$ cat src/hdl/rsi_pkg.sv
package rsi_pkg;

  // Field widths of the request and result ports.
  localparam int COORD_W = 32;
  localparam int DIR_W   = 18;
  localparam int RAD_W   = 31;
  localparam int DIST_W  = 31;

  // Default number of fraction bits of the coordinates.
  localparam int FRAC_BITS_DEF = 16;

  // Internal widths that follow from the fixed port widths.
  localparam int L_W    = COORD_W + 1;        // center - origin
  localparam int LMAG_W = COORD_W;            // |L| is below 2^32
  localparam int PROD_W = L_W + DIR_W;        // L * dir
  localparam int TCAW_W = PROD_W + 2;         // sum of three products
  localparam int LSQ_W  = 2 * LMAG_W;         // L_i^2
  localparam int LL_W   = LSQ_W + 2;          // L.L
  localparam int R2_W   = 2 * RAD_W;          // r^2

  localparam logic [DIST_W-1:0] DIST_MAX = {DIST_W{1'b1}};

  // Handshake and status bits that travel with each request.
  typedef struct packed {
    logic valid;
    logic miss;
  } rsi_ctl_t;

  function automatic int max_int(input int a, input int b);
    return (a > b) ? a : b;
  endfunction

  // Width of tca after the fraction bits are dropped.
  function automatic int tca_width(input int frac);
    return TCAW_W - frac;
  endfunction

  // Width of the signed value r^2 + tca^2 - L.L.
  function automatic int h_width(input int frac);
    return max_int(2 * tca_width(frac), LL_W + 1) + 1;
  endfunction

  // Number of root bits, one per square root cell.
  function automatic int sqrt_width(input int frac);
    return h_width(frac) >> 1;
  endfunction

endpackage

$ cat src/hdl/rsi_sqrt_cell.sv
module rsi_sqrt_cell import rsi_pkg::*; #(
  parameter int  SqW  = 37,
  parameter int  TcaW = 37,
  localparam int RadW = 2 * SqW,
  localparam int RemW = SqW + 2
) (
  input  logic                   clk_i,
  input  logic                   rst_ni,
  input  logic                   en_i,
  input  rsi_ctl_t               ctl_i,
  input  logic        [RemW-1:0] rem_i,
  input  logic        [SqW-1:0]  root_i,
  input  logic        [RadW-1:0] rad_i,
  input  logic signed [TcaW-1:0] tca_i,
  output rsi_ctl_t               ctl_o,
  output logic        [RemW-1:0] rem_o,
  output logic        [SqW-1:0]  root_o,
  output logic        [RadW-1:0] rad_o,
  output logic signed [TcaW-1:0] tca_o
);

  logic [RemW-1:0] cur;
  logic [RemW-1:0] trial;
  logic            ge;

  rsi_ctl_t               ctl_q;
  logic        [RemW-1:0] rem_q;
  logic        [SqW-1:0]  root_q;
  logic        [RadW-1:0] rad_q;
  logic signed [TcaW-1:0] tca_q;

  // One restoring step: bring down the next two radicand bits and try
  // the next root bit. The two top remainder bits are always zero here.
  always_comb begin
    cur   = {rem_i[SqW-1:0], rad_i[RadW-1 -: 2]};
    trial = {root_i, 2'b01};
    ge    = (cur >= trial);
  end

  always_ff @(posedge clk_i or negedge rst_ni) begin
    if (!rst_ni) begin
      ctl_q <= '0;
    end else if (en_i) begin
      ctl_q <= ctl_i;
    end
  end

  always_ff @(posedge clk_i) begin
    if (en_i) begin
      rem_q  <= ge ? (cur - trial) : cur;
      root_q <= {root_i[SqW-2:0], ge};
      rad_q  <= {rad_i[RadW-3:0], 2'b00};
      tca_q  <= tca_i;
    end
  end

  assign ctl_o  = ctl_q;
  assign rem_o  = rem_q;
  assign root_o = root_q;
  assign rad_o  = rad_q;
  assign tca_o  = tca_q;

endmodule

$ cat config.mk
export PLATFORM = sky130hd
export DESIGN_NAME = rsi_sqrt_cell
export DESIGN_NICKNAME = d
export VERILOG_FILES = /design/src/hdl/rsi_pkg.sv /design/src/hdl/rsi_sqrt_cell.sv
export SDC_FILE = /design/constraint.sdc
export NUM_CORES = 1
export LEC_CHECK = 0
export BUFFER_PORTS_ARGS = -buffer_cell sky130_fd_sc_hd__buf_2
export CELL_PAD_IN_SITES_DETAIL_PLACEMENT = 1
export CELL_PAD_IN_SITES_GLOBAL_PLACEMENT = 1
export CORE_MARGIN = 2
export CORE_UTILIZATION = 37
export DETAILED_ROUTE_END_ITERATION = 12
export PLACE_DENSITY = 0.87
export SYNTH_ARGS = -nofsm -noshare
export SYNTH_HDL_FRONTEND = slang
export SYNTH_SLANG_ARGS = --single-unit
export TNS_END_PERCENT = 50
$ cat constraint.sdc
create_clock -name clk_i -period 0.8 [get_ports clk_i]
set_input_delay 0.04 -clock clk_i [delete_from_list [all_inputs] [get_ports clk_i]]
set_output_delay 0.04 -clock clk_i [all_outputs]
set_load 0.1 [all_outputs]
==> results by group, run 1 <==
Outcome
  • Fail Step: clock tree synthesis (4_1_cts)
  • Error msg: [ERROR DPL-0033] detailed placement checks failed during check placement.
  • Status: did not finish

Synthesis
  • Compound-Gate Fraction of Synth Area: 11.62%
  • Synth Area in Simple Gates: 6.232%
  • Synth async-reset ratio: 1.070%
  • Mean Syn Cell Area: 14.13 µm²
  • Post-synthesis sequential area ratio: 65.23%
  • Post-Synth Adder-Cell Area: 5.679%
  • Library cells used by synthesis: 62
  • Post-synth EDFFs: 185
  • XOR/XNOR share of the synthesized area: 3.058%
  • Number of synthesized register bits: 187
  • Synth Warn #: 0
  • Cells after synthesis: 608
  • Largest family of logic cells by synthesized area: compound AO/OA/AOI/OAI gates
  • Main flop type after synthesis: edfxtp_1
  • Mux contribution to synthesized area: 4.397%
  • Synthesized area: 8593 µm²

Die
  • # rows: 55
  • IO Pins: 381
  • Starting Density: 37.84%
  • Die W: 156.4 µm
  • Die height: 156.4 µm

Clock network
  • Cts bufs inserted: 17
  • Sink Count: 187
  • Setup Buffers After CTS: 19
  • CTS Buffer Depth: 2
  • CTS resizes: 105
  • Hold-fix buffers, CTS: 183
  • Root Driver: clkbuf_16
  • H-tree depth: 4

Placed design
  • Routability cong.: 0.8770
  • Port Buf Inserts: 376
  • Final HPWL from detailed placement: 30.12 mm
-- metrics by stage --
step / setup WS (ns) / cells / cell area, µm²
global placement: -1.878 / 1398 / 14890
floorplan: -1.630 / 609 / 8812
detailed placement: -2.126 / 1398 / 14890
-- logic make-up after synthesis --
| group | after synthesis |
|---|---|
| AOI/OAI and AO/OA | 152 |
| xor gates and xnor gates | 30 |
| adders and majority gates | 39 |
| buffers and inverters | 68 |
| DFF | 187 |
| muxes | 27 |
| other | 1 |
| and+or+nand+nor | 104 |
-- synthesized netlist by cell type, drive strengths merged (5+ instances only) --
cell type,n,area (µm²)
a211oi,7,62.56
inv,50,187.7
and3,7,43.79
nand3,12,65.06
mux2,26,367.9
o21ai,45,229.0
clkbuf,6,23.77
buf,12,110.1
o31ai,7,52.55
and4,5,45.04
edfxtp,185,5555
a21o,9,67.56
a21oi,40,211.5
xor2,9,78.83
nor3,11,55.05
nand2,19,71.32
ha,39,488.0
o21a,10,75.07
nand4,6,37.54
or2,6,37.54
nor2,23,86.33
a31oi,8,65.06
xnor2,21,183.9
==> inputs of run 2 (changes only) <==
- CELL_PAD_IN_SITES_DETAIL_PLACEMENT: 1 -> unset
- CELL_PAD_IN_SITES_GLOBAL_PLACEMENT: 1 -> unset
- CORE_UTILIZATION: 37 -> 25
- PLACE_DENSITY: 0.87 -> unset
- PLACE_DENSITY_LB_ADDON: unset -> 0.15
==> results by group, run 2 <==
Outcome
  • Status: finished, violations left (was did not finish)
  • Failing checks: negative hold slack, negative setup slack

Die
  • Die W: 189.4 µm (was 156.4 µm)
  • Starting Density: 25.50% (was 37.84%)
  • # rows: 67 (was 55)
  • IO Pins: 381 (unchanged)
  • Core Box Area: 33700 µm²
  • Die footprint: 35870 µm²
  • Die height: 189.4 µm (was 156.4 µm)

Clock network
  • Clk Latency, worst-skew pair: 0.45 ns
  • H-tree depth: 4 (unchanged)
  • Sink Count: 187 (unchanged)
  • Hold-fix buffers, CTS: 180 (was 183)
  • Root Driver: clkbuf_16 (unchanged)
  • CTS Buffer Depth: 2 (unchanged)
  • Clock slew at reported path FFs: 0.07 ns
  • Cts bufs inserted: 17 (unchanged)
  • TritonCTS clock tree: done

GRT
  • Vias in the first global route: 8340
  • Initial antenna violation count: 6
  • Largest net degree at the start of global routing: 35
  • Grt total ovfl: 0
  • Gr usage total: 17.78%
  • First-pass GRT wire length: 48.22 mm

Timing
  • Maximum clock rate: 449.5 MHz
  • WHS: -0.01946 ns
  • RSZ-0062 raised after global routing: yes
  • Fin worst setup slack: -1.425 ns
  • Clock skew: 0 ns
  • Slew Limit Fails: 0
  • Slew HR: 66.49%
  • Fin crit share: 278.1%
  • Fin crit period: 2.225 ns
  • Final hold violations: 3
  • Slew @ Worst Pin: 0.4899 ns
  • Post-route setup TNS: -110.71 ns
  • Final setup fails: 229

Cells and area
  • Number of flip-flops in the largest register: 72
  • Final #Nets: 1590
  • Design Area, Final: 18340 µm²
  • Non-filler cells, final: 1822
  • Most frequent cells in the layout: buf_12 (192), edfxtp_1 (185), dlygate4sd3_1 (180)
  • Most common cell after layout, fill and taps aside: buf_12
  • Finished Core Util: 54.42%
  • Share of layout cells above drive strength 1: 51.68%
  • Area grow syn2layout: 113.4%

Critical path
  • Critical Path Fanout Max: 5
  • Crit-path max cell delay: 0.30 ns
  • Critical-path cell list: buf_6, inv_4, ha_4, o21a_4, or2_4, a32o_2, o21ai_4, a31oi_4, a211oi_2, or2_4, buf_6, buf_16, mux2_4
  • Critical Path Source Type: input pin
  • CP arrival: 2.43 ns
  • Crit. End Element: flip-flop
  • Cell family with most CP delay: compound AO/OA/AOI/OAI gates
  • Setup CP Type: input pin to flip-flop
  • Slowest CP cell: a32o_2
  • CP required: 1.01 ns
  • Critical path buffer and inverter count: 4

Pwr
  • Peak supply drop: 0.001722 V
  • Pwr Total: 37.04 mW
  • Pwr Density: 2019 nW/µm²
  • Leakage: 7.825 nW

Synthesis
  • Mean Syn Cell Area: 14.13 µm² (unchanged)
  • Synth async-reset ratio: 1.070% (unchanged)
  • Synth Warn #: 0 (unchanged)
  • Synthesized area: 8593 µm² (unchanged)
  • Main flop type after synthesis: edfxtp_1 (unchanged)
  • Most frequent cell after synthesis: edfxtp_1 (unchanged)
  • Post-synth EDFFs: 185 (unchanged)
  • Synth top cells by count: edfxtp_1 (185), inv_1 (50), o21ai_0 (43), ha_1 (39), a21oi_1 (37) (unchanged)
  • Library cells used by synthesis: 62 (unchanged)
  • Post-synthesis sequential area ratio: 65.23% (unchanged)
  • Yosys top cell area share: 64.65% (unchanged)
  • Number of synthesized register bits: 187 (unchanged)
  • Cells after synthesis: 608 (unchanged)
  • Yosys top cell by area: edfxtp_1 (unchanged)
  • Leading post-synthesis cells by cell area: edfxtp_1 (65%), ha_1 (5.7%), mux2_4 (3.5%) (unchanged)

Placed design
  • Port Buf Inserts: 376 (unchanged)
  • Final HPWL from detailed placement: 23.97 mm (was 30.12 mm)
  • Dpl ws: -2.081 ns (was -2.126 ns)
  • Routability cong.: 0.8233 (was 0.8770)
  • Placed Area: 15210 µm² (was 14890 µm²)
  • Placed insts: 1579 (was 1398)

Drt
  • Final wirelength: 32.09 mm
  • Via Count: 7858
  • DR iter-0 viols: 347
  • Residual DRC: 0
  • Antenna Nets Post-Route: 0
  • WL per Instance: 17.61 µm
  • Drt pass-1 iters: 5
  • Vias/cell: 4.313

Hold path
  • Hold Crit Class: input pin to flip-flop

Run
  • Max-Cap Viols: 0
-- run 2: cell counts after synthesis --
Identical to the previous run, type by type.
-- run 2: worst paths after layout --
check / from / endpoint / slack (ns) / cells past startpoint
max in group asynchronous: rst_ni / ctl_o[0]$_DFFE_PN0P_ / 0.20 / 3
min in group asynchronous: rst_ni / ctl_o[1]$_DFFE_PN0P_ / 0.46 / 3
max reg2reg: ctl_o[0]$_DFFE_PN0P_ / ctl_o[0]$_DFFE_PN0P_ / -0.05 / 1
max: root_i[7] / rem_o[17]$_DFFE_PP_ / -1.42 / 13
min: rem_i[13] / rem_o[15]$_DFFE_PP_ / -0.02 / 3
min reg2reg: ctl_o[1]$_DFFE_PN0P_ / ctl_o[1]$_DFFE_PN0P_ / 0.58 / 1
-- run 2: logic make-up (layout without fill, tap and decap cells) --
group / after synthesis / in the layout / synth area share (%)
flops: 187 / 187 / 65.23
other cells: 1 / 4 / 0.04364
compound gates: 152 / 152 / 11.62
fa+ha+maj: 39 / 39 / 5.679
mux: 27 / 27 / 4.397
simple gates: 104 / 104 / 6.232
buf+inv: 68 / 831 / 3.742
xor+xnor: 30 / 30 / 3.058
-- run 2: worst min-delay path: stages --
cell    delay, ns
buf_6        0.08
buf_4        0.09
mux2_4       0.12
-- run 2: area by class of cell --
cell class,instances,area [µm²]
multi-input cells,354,3181
diodes,2,5.005
flip-flops and latches,187,5613
fillers,2849,15360
clock buffers,21,450.4
clock inverters,11,90.09
repair buffers,749,8239
inverters,50,200.2
well taps,448,560.5
-- run 2: power by group --
group          switching [mW]  total [mW]  leakage [nW]  internal, mW
Clock                    3.95        8.07         0.258          4.12
Sequential              0.733        12.6          1.83          11.9
Combinational            9.55        16.3          5.74          6.78
Total                    14.2        37.0          7.82          22.8
-- run 2: layer usage --
layer  routed length (µm)  track usage [%]  up-vias
li1                     -                -     3814
met1                12970            20.53     3733
met2                16410            31.80      268
met3                 2173            5.171       37
met4                  496            5.277        6
met5                   39                0        -
-- run 2: what timing repair did --
action,in CTS,in global routing
endpoints found under the hold margin,184,4
endpoints found under the setup margin,229,229
cloned,4,0
gates resized for setup,77,48
buffers inserted,21,8
pin swaps,20,20
Note: power is estimated with default switching activity, not from simulation.
==> inputs of run 3 (changes only) <==
- CORE_ASPECT_RATIO: unset -> 1.25
==> results by group, run 3 (synthesis gave the netlist of run 2 again) <==
Placed design
  • Final HPWL from detailed placement: 24.97 mm (was 23.97 mm)
  • Routability cong.: 0.8224 (was 0.8233)
  • Placed Area: 15170 µm² (was 15210 µm²)
  • Placed insts: 1551 (was 1579)
  • Port Buf Inserts: 376 (unchanged)

Cells and area
  • Design Area, Final: 18430 µm² (was 18340 µm²)
  • Final #Nets: 1572 (was 1590)
  • Area grow syn2layout: 114.4% (was 113.4%)
  • Most frequent cells in the layout: buf_12 (198), edfxtp_1 (185), dlygate4sd3_1 (175) (was buf_12 (192), edfxtp_1 (185), dlygate4sd3_1 (180))
  • Most common cell after layout, fill and taps aside: buf_12 (unchanged)
  • Share of layout cells above drive strength 1: 53.07% (was 51.68%)
  • Non-filler cells, final: 1778 (was 1822)
  • Number of flip-flops in the largest register: 72 (unchanged)

Timing
  • Fin crit period: 2.202 ns (was 2.225 ns)
  • RSZ-0062 raised after global routing: yes (unchanged)
  • WHS: -0.01009 ns (was -0.01946 ns)
  • Slew HR: 65.93% (was 66.49%)
  • Fin crit share: 275.3% (was 278.1%)
  • Clock skew: 0 ns (unchanged)
  • Maximum clock rate: 454.1 MHz (was 449.5 MHz)
  • Final hold violations: 1 (was 3)
  • Fin worst setup slack: -1.402 ns (was -1.425 ns)
  • Final setup fails: 229 (unchanged)
  • Slew Limit Fails: 0 (unchanged)
  • Slew @ Worst Pin: 0.5046 ns (was 0.4899 ns)
  • Post-route setup TNS: -110.86 ns (was -110.71 ns)

Critical path
  • Worst r2r src: ctl_o[1]$_DFFE_PN0P_ (was ctl_o[0]$_DFFE_PN0P_)
  • CP endpoint: rem_o[7]$_DFFE_PP_ (was rem_o[17]$_DFFE_PP_)
  • Setup CP Type: input pin to flip-flop (unchanged)
  • Critical Path Source Type: input pin (unchanged)
  • Critical Path Fanout Max: 7 (was 5)
  • Cell count of the worst reg-to-reg path: 1 (unchanged)
  • Worst R2R Setup Slack: -0.05 ns (about the same)
  • CP required: 1.01 ns (about the same)
  • Crit Reg-Reg Endpoint: ctl_o[1]$_DFFE_PN0P_ (was ctl_o[0]$_DFFE_PN0P_)
  • Crit. End Element: flip-flop (unchanged)
  • CP arrival: 2.41 ns (was 2.43 ns)
  • Worst Setup SP: root_i[16] (was root_i[7])

Pwr
  • NetSw: 14.75 mW (was 14.24 mW)
  • Cell-internal power: 23.15 mW (was 22.80 mW)
  • Pwr Density: 2057 nW/µm² (was 2019 nW/µm²)
  • Logic pwr share: 43.2% (was 44.1%)
  • Leakage: 7.830 nW (was 7.825 nW)
  • Pwr Total: 37.90 mW (was 37.04 mW)
  • Reg power frac: 33.3% (was 34.1%)
  • Clock Power Share: 23.4% (was 21.8%)
  • Switching Fraction: 38.91% (was 38.44%)
  • Peak supply drop: 0.001031 V (was 0.001722 V)

GRT
  • Largest net degree at the start of global routing: 40 (was 35)
  • Grt total ovfl: 0 (unchanged)
  • Vias in the first global route: 8396 (was 8340)
  • Initial antenna violation count: 6 (unchanged)
  • First-pass GRT wire length: 48.81 mm (was 48.22 mm)
  • Gr usage total: 18.27% (was 17.78%)

Die
  • Starting Density: 25.51% (was 25.50%)
  • Die W: 169.8 µm (was 189.4 µm)
  • IO Pins: 381 (unchanged)
  • Die height: 211.3 µm (was 189.4 µm)
  • Core Box Area: 33690 µm² (was 33700 µm²)
  • # rows: 75 (was 67)
  • Die footprint: 35880 µm² (was 35870 µm²)

Drt
  • Via Count: 7892 (was 7858)
  • Final wirelength: 33.12 mm (was 32.09 mm)
  • Antenna Nets Post-Route: 0 (unchanged)
  • DR iter-0 viols: 305 (was 347)
  • WL per Instance: 18.63 µm (was 17.61 µm)
  • Residual DRC: 0 (unchanged)
  • Drt pass-1 iters: 4 (was 5)
  • Vias/cell: 4.439 (was 4.313)

Run
  • Max-Cap Viols: 0 (unchanged)

Clock network
  • TritonCTS clock tree: done (unchanged)
  • H-tree depth: 4 (unchanged)
  • Clk Latency, worst-skew pair: 0.45 ns (about the same)
  • Sink Count: 187 (unchanged)
  • Root Driver: clkbuf_16 (unchanged)
  • Cts bufs inserted: 17 (unchanged)
  • CTS Buffer Depth: 2 (unchanged)
  • Clock slew at reported path FFs: 0.08 ns (was 0.07 ns)

Outcome
  • Status: finished, violations left (unchanged)
  • Failing checks: negative hold slack, negative setup slack (unchanged)

Hold path
  • Hold Crit Class: input pin to flip-flop (unchanged)
[run 3: changes by cell type in the layout (fill, tap and decap cells not counted), sizes merged]
| cell | before | now |
|---|---|---|
| buf | 568 | 555 |
| bufinv | 0 | 1 |
| clkbuf | 22 | 18 |
| clkinv | 4 | 5 |
| clkinvlp | 3 | 0 |
| dlygate4sd3 | 180 | 175 |
| inv | 54 | 58 |
[run 3: cell type report]
type                    instances  area (µm²)
clock inverters                14       176.4
multi-input cells             354        3336
well taps                     423       529.3
diodes                          2       5.005
inverters                      50       202.7
repair buffers                731        8140
flip-flops and latches        187        5613
fillers                      2801       15260
clock buffers                  17       425.4
[run 3: worst max-delay path: stages]
cell and delay, ns:
buf_8 0.07, inv_4 0.03, ha_4 0.32, and4_4 0.26, o2111ai_4 0.13, a211oi_4 0.27
o21ai_4 0.11, a31oi_4 0.19, a211oi_2 0.10, or2_4 0.31, buf_12 0.15, buf_12 0.13
mux2_4 0.29
[run 3: how the worst min path moves through the flow]
stage / from / slack [ns] / depth (start not counted) / endpoint
finish: rem_i[33] / -0.01 / 3 / rem_o[35]$_DFFE_PP_
global route: rem_i[33] / -0.01 / 3 / rem_o[35]$_DFFE_PP_
CTS: root_i[7] / -0.26 / 1 / root_o[8]$_DFFE_PP_
detailed placement: rst_ni / -0.17 / 1 / ctl_o[1]$_DFFE_PN0P_
global placement: rst_ni / -0.17 / 1 / ctl_o[1]$_DFFE_PN0P_
floorplan: rst_ni / -0.26 / 0 / ctl_o[0]$_DFFE_PN0P_
[run 3: power by group through the flow]
stage / clock (mW) / combinational, mW / sequential (mW)
after floorplan: 0 / 2.39 / 18.8
after global placement: 0 / 14.8 / 12.8
after detailed placement: 0 / 14.8 / 12.9
after CTS: 9.15 / 16.2 / 12.6
after global routing: 9.52 / 17.0 / 12.7
final: 8.88 / 16.4 / 12.6
[run 3: metrics by stage]
step | util (%) | setup WS (ns)
after floorplan | - | -1.630
after global placement | 45.04 | -2.015
after detailed placement | 45.04 | -2.016
after CTS | 54.04 | -1.388
after global routing | 54.69 | -1.452
final | 54.70 | -1.402
[run 3: timing repair]
action / in CTS / in global routing
pin swaps: 18 / 19
setup buffers: 13 / 7
gates cloned: 2 / 0
hold buffers: 174 / 1
gates resized for setup: 110 / 40
hold endpoints to repair: 179 / 3
setup endpoints to repair: 229 / 229
[run 3: routing by layer]
layer / vias to the layer above / GRT usage, % / wire length, µm
li1: 3771 / - / -
met1: 3801 / 19.80 / 12390
met2: 275 / 33.57 / 17610
met3: 37 / 6.052 / 2579
met4: 8 / 5.511 / 492
met5: - / 0 / 56
==> inputs of run 4 (changes only) <==
- ABC_AREA: unset -> 1
==> results by group, run 4 <==
Outcome
  • Status: finished, violations left (unchanged)
  • Failing checks: negative setup slack (was negative hold slack, negative setup slack)

Placed design
  • Port Buf Inserts: 376 (unchanged)
  • Placed Area: 16830 µm² (was 15170 µm²)
  • Final HPWL from detailed placement: 31.27 mm (was 24.97 mm)
  • Placed insts: 2024 (was 1551)
  • Dpl ws: -1.420 ns (was -2.016 ns)
  • Routability cong.: 0.9452 (was 0.8224)

Timing
  • Maximum clock rate: 695.9 MHz (was 454.1 MHz)
  • Final setup fails: 229 (unchanged)
  • Fin worst setup slack: -0.6371 ns (was -1.402 ns)
  • Fin crit share: 179.6% (was 275.3%)
  • Clock skew: 0 ns (unchanged)
  • Final hold violations: 0 (was 1)
  • WHS: 0.009896 ns (was -0.01009 ns)
  • Slew Limit Fails: 0 (unchanged)
  • RSZ-0062 raised after global routing: yes (unchanged)
  • Fin crit period: 1.437 ns (was 2.202 ns)

Drt
  • Via Count: 9738 (was 7892)
  • Residual DRC: 0 (unchanged)
  • Drt pass-1 iters: 4 (unchanged)
  • WL per Instance: 17.76 µm (was 18.63 µm)
  • Vias/cell: 4.258 (was 4.439)
  • Final wirelength: 40.62 mm (was 33.12 mm)
  • Antenna Nets Post-Route: 0 (unchanged)
  • DR iter-0 viols: 366 (was 305)

GRT
  • Initial antenna violation count: 3 (was 6)
  • First-pass GRT wire length: 59.35 mm (was 48.81 mm)
  • Grt total ovfl: 0 (unchanged)
  • Vias in the first global route: 10.49k (was 8396)
  • Gr usage total: 20.09% (was 18.27%)
  • Largest net degree at the start of global routing: 43 (was 40)

Cells and area
  • Non-filler cells, final: 2287 (was 1778)
  • Design Area, Final: 21050 µm² (was 18430 µm²)
  • Multi-input gate area: 4748 µm² (was 3336 µm²)
  • Most frequent cells in the layout: nand2_1 (205), buf_4 (203), buf_12 (201) (was buf_12 (198), edfxtp_1 (185), dlygate4sd3_1 (175))
  • Register Area: 5613 µm² (unchanged)
  • Share of layout cells above drive strength 1: 54.99% (was 53.07%)
  • Most common cell after layout, fill and taps aside: nand2_1 (was buf_12)
  • Final #Nets: 2011 (was 1572)
  • Area grow syn2layout: 119.2% (was 114.4%)
  • Filler Cell Count: 3316 (was 2801)
  • Number of flip-flops in the largest register: 72 (unchanged)

Clock network
  • Clock slew at reported path FFs: 0.08 ns (about the same)
  • H-tree depth: 4 (unchanged)
  • Sink Count: 187 (unchanged)
  • CTS Buffer Depth: 2 (unchanged)
  • Root Driver: clkbuf_16 (unchanged)
  • TritonCTS clock tree: done (unchanged)
  • Clk Latency, worst-skew pair: 0.45 ns (about the same)
  • Cts bufs inserted: 17 (unchanged)

Synthesis
  • Post-Synth Adder-Cell Area: 5.082% (was 5.679%)
  • Library cells used by synthesis: 37 (was 62)
  • Mean Syn Cell Area: 9.768 µm² (was 14.13 µm²)
  • XOR/XNOR share of the synthesized area: 1.824% (was 3.058%)
  • Synth Warn #: 0 (unchanged)
  • Post-synthesis sequential area ratio: 58.38% (was 65.23%)
  • Yosys top cell by area: edfxtp_1 (unchanged)
  • Synth top cells by count: nand2_1 (309), edfxtp_1 (185), inv_1 (153), nor2_1 (74), nand3_1 (64) (was edfxtp_1 (185), inv_1 (50), o21ai_0 (43), ha_1 (39), a21oi_1 (37))
  • Largest family of logic cells by synthesized area: simple AND/OR/NAND/NOR gates (was compound AO/OA/AOI/OAI gates)
  • Most frequent cell after synthesis: nand2_1 (was edfxtp_1)
  • Synthesized area: 9602 µm² (was 8593 µm²)
  • Yosys top cell area share: 57.86% (was 64.65%)
  • Compound-Gate Fraction of Synth Area: 2.723% (was 11.62%)
  • Main flop type after synthesis: edfxtp_1 (unchanged)
  • Mux contribution to synthesized area: 0.2346% (was 4.397%)
  • Synth Area in Simple Gates: 24.00% (was 6.232%)
  • Post-synth EDFFs: 185 (unchanged)
  • Cells after synthesis: 983 (was 608)
  • Synth async-reset ratio: 1.070% (unchanged)
  • Leading post-synthesis cells by cell area: edfxtp_1 (58%), nand2_1 (12%), inv_1 (6.0%) (was edfxtp_1 (65%), ha_1 (5.7%), mux2_4 (3.5%))
  • Number of synthesized register bits: 187 (unchanged)

Critical path
  • CP required: 1.01 ns (about the same)
  • Crit. End Element: flip-flop (unchanged)
  • Critical Path Source Type: input pin (unchanged)
  • CP arrival: 1.64 ns (was 2.41 ns)
  • Setup CP Type: input pin to flip-flop (unchanged)
  • Critical Path Fanout Max: 8 (was 7)

Hold path
  • Hold Crit Class: input pin to flip-flop (unchanged)

Die
  • Starting Density: 25.24% (was 25.51%)
  • Core Box Area: 38040 µm² (was 33690 µm²)
  • Die height: 223.1 µm (was 211.3 µm)
  • Die footprint: 40000 µm² (was 35880 µm²)
  • # rows: 80 (was 75)
  • IO Pins: 381 (unchanged)
  • Die W: 179.3 µm (was 169.8 µm)

Pwr
  • Switching Fraction: 40.58% (was 38.91%)
  • Reg power frac: 32.0% (was 33.3%)
  • Peak supply drop: 0.001102 V (was 0.001031 V)
  • Pwr Density: 1876 nW/µm² (was 2057 nW/µm²)
  • Leakage: 9.507 nW (was 7.830 nW)
  • Clock Power Share: 22.4% (was 23.4%)
  • Cell-internal power: 23.47 mW (was 23.15 mW)
  • Logic pwr share: 45.5% (was 43.2%)
  • NetSw: 16.03 mW (was 14.75 mW)

Run
  • Max-Cap Viols: 0 (unchanged)
==> run 4: cell types whose count changed after synthesis, moves of 9 or more <==
cell      change
o21a_1       -10
xnor2_1      -17
o21ai_0      -34
nand3_1      +53
mux2_4       -20
inv_1       +103
nand3b_1      +9
nor2_1       +51
nand2_2      +14
a21oi_1       -9
nand2_1     +290
nand3_2      +22
==> run 4: per-layer routing <==
layer | vias to the layer above | track usage (%) | part of all wire [%]
met3 | 45 | 5.419 | 7.3
met2 | 296 | 38.22 | 54
met1 | 4584 | 21.21 | 36
met4 | 2 | 5.775 | 2.0
met5 | - | 0 | 0.032
li1 | 4811 | - | -
==> run 4: cells by family after synthesis <==
group | Yosys count
other | 1
buffers and inverters | 172
DFF | 187
AOI/OAI and AO/OA | 47
adders and majority gates | 39
and+or+nand+nor | 515
xor gates and xnor gates | 20
muxes | 2
==> run 4: timing repair <==
| action | in CTS | in global routing |
|---|---|---|
| gates cloned | 4 | 3 |
| hold endpoints to repair | 177 | 3 |
| setup buffers | 31 | 12 |
| pin swaps | 47 | 56 |
| resized for setup | 294 | 93 |
| endpoints found under the setup margin | 229 | 229 |
| hold buffers | 176 | 3 |
==> run 4: cell type report <==
type	instances	area share, %
timing repair buffer	791	41.97
sequential	187	26.66
multi-input combinational	625	22.56
inverter	158	2.984
tap	492	2.924
clock buffer	18	2.086
clock inverter	14	0.7905
antenna	2	0.02377
==> run 4: worst paths after layout <==
kind	startpoint	end	slack (ns)	cells past startpoint
max	rem_i[12]	rem_o[7]$_DFFE_PP_	-0.64	15
min	en_i	rad_o[19]$_DFFE_PP_	0.01	2
max reg2reg	ctl_o[0]$_DFFE_PN0P_	ctl_o[0]$_DFFE_PN0P_	-0.05	1
min reg2reg	ctl_o[1]$_DFFE_PN0P_	ctl_o[1]$_DFFE_PN0P_	0.58	1
max in group asynchronous	rst_ni	ctl_o[0]$_DFFE_PN0P_	0.19	3
min in group asynchronous	rst_ni	ctl_o[1]$_DFFE_PN0P_	0.47	3
==> run 4: critical path, cell delays in order <==
cell and delay [ns]:
buf_4 0.12, ha_4 0.30, nand2_4 0.06, buf_6 0.11
nor2_4 0.13, nand2_2 0.11, inv_4 0.07, nand2_4 0.05
nand2_4 0.07, nand2_4 0.06, nand2_4 0.09, nand2_8 0.13
buf_12 0.19, nand3_2 0.05, nand2_1 0.05
==> run 4: metrics by stage <==
| step | total power [mW] | util (%) | TNS, ns |
|---|---|---|---|
| floorplan | 21.60 | - | -57.30 |
| global placement | 28.61 | 44.24 | -52.16 |
| detailed placement | 28.67 | 44.24 | -53.62 |
| CTS | 39.47 | 53.99 | -85.35 |
| global route | 40.99 | 55.35 | -90.70 |
| finish | 39.50 | 55.35 | -81.67 |
==> run 4: power by group through the flow <==
stage               clock network (mW)  registers, mW  logic [mW]
floorplan                            0           18.9        2.74
global placement                     0           12.9        15.7
detailed placement                   0           12.9        15.8
CTS                               9.17           12.7        17.6
global route                      9.47           12.7        18.8
finish                            8.86           12.7        18.0
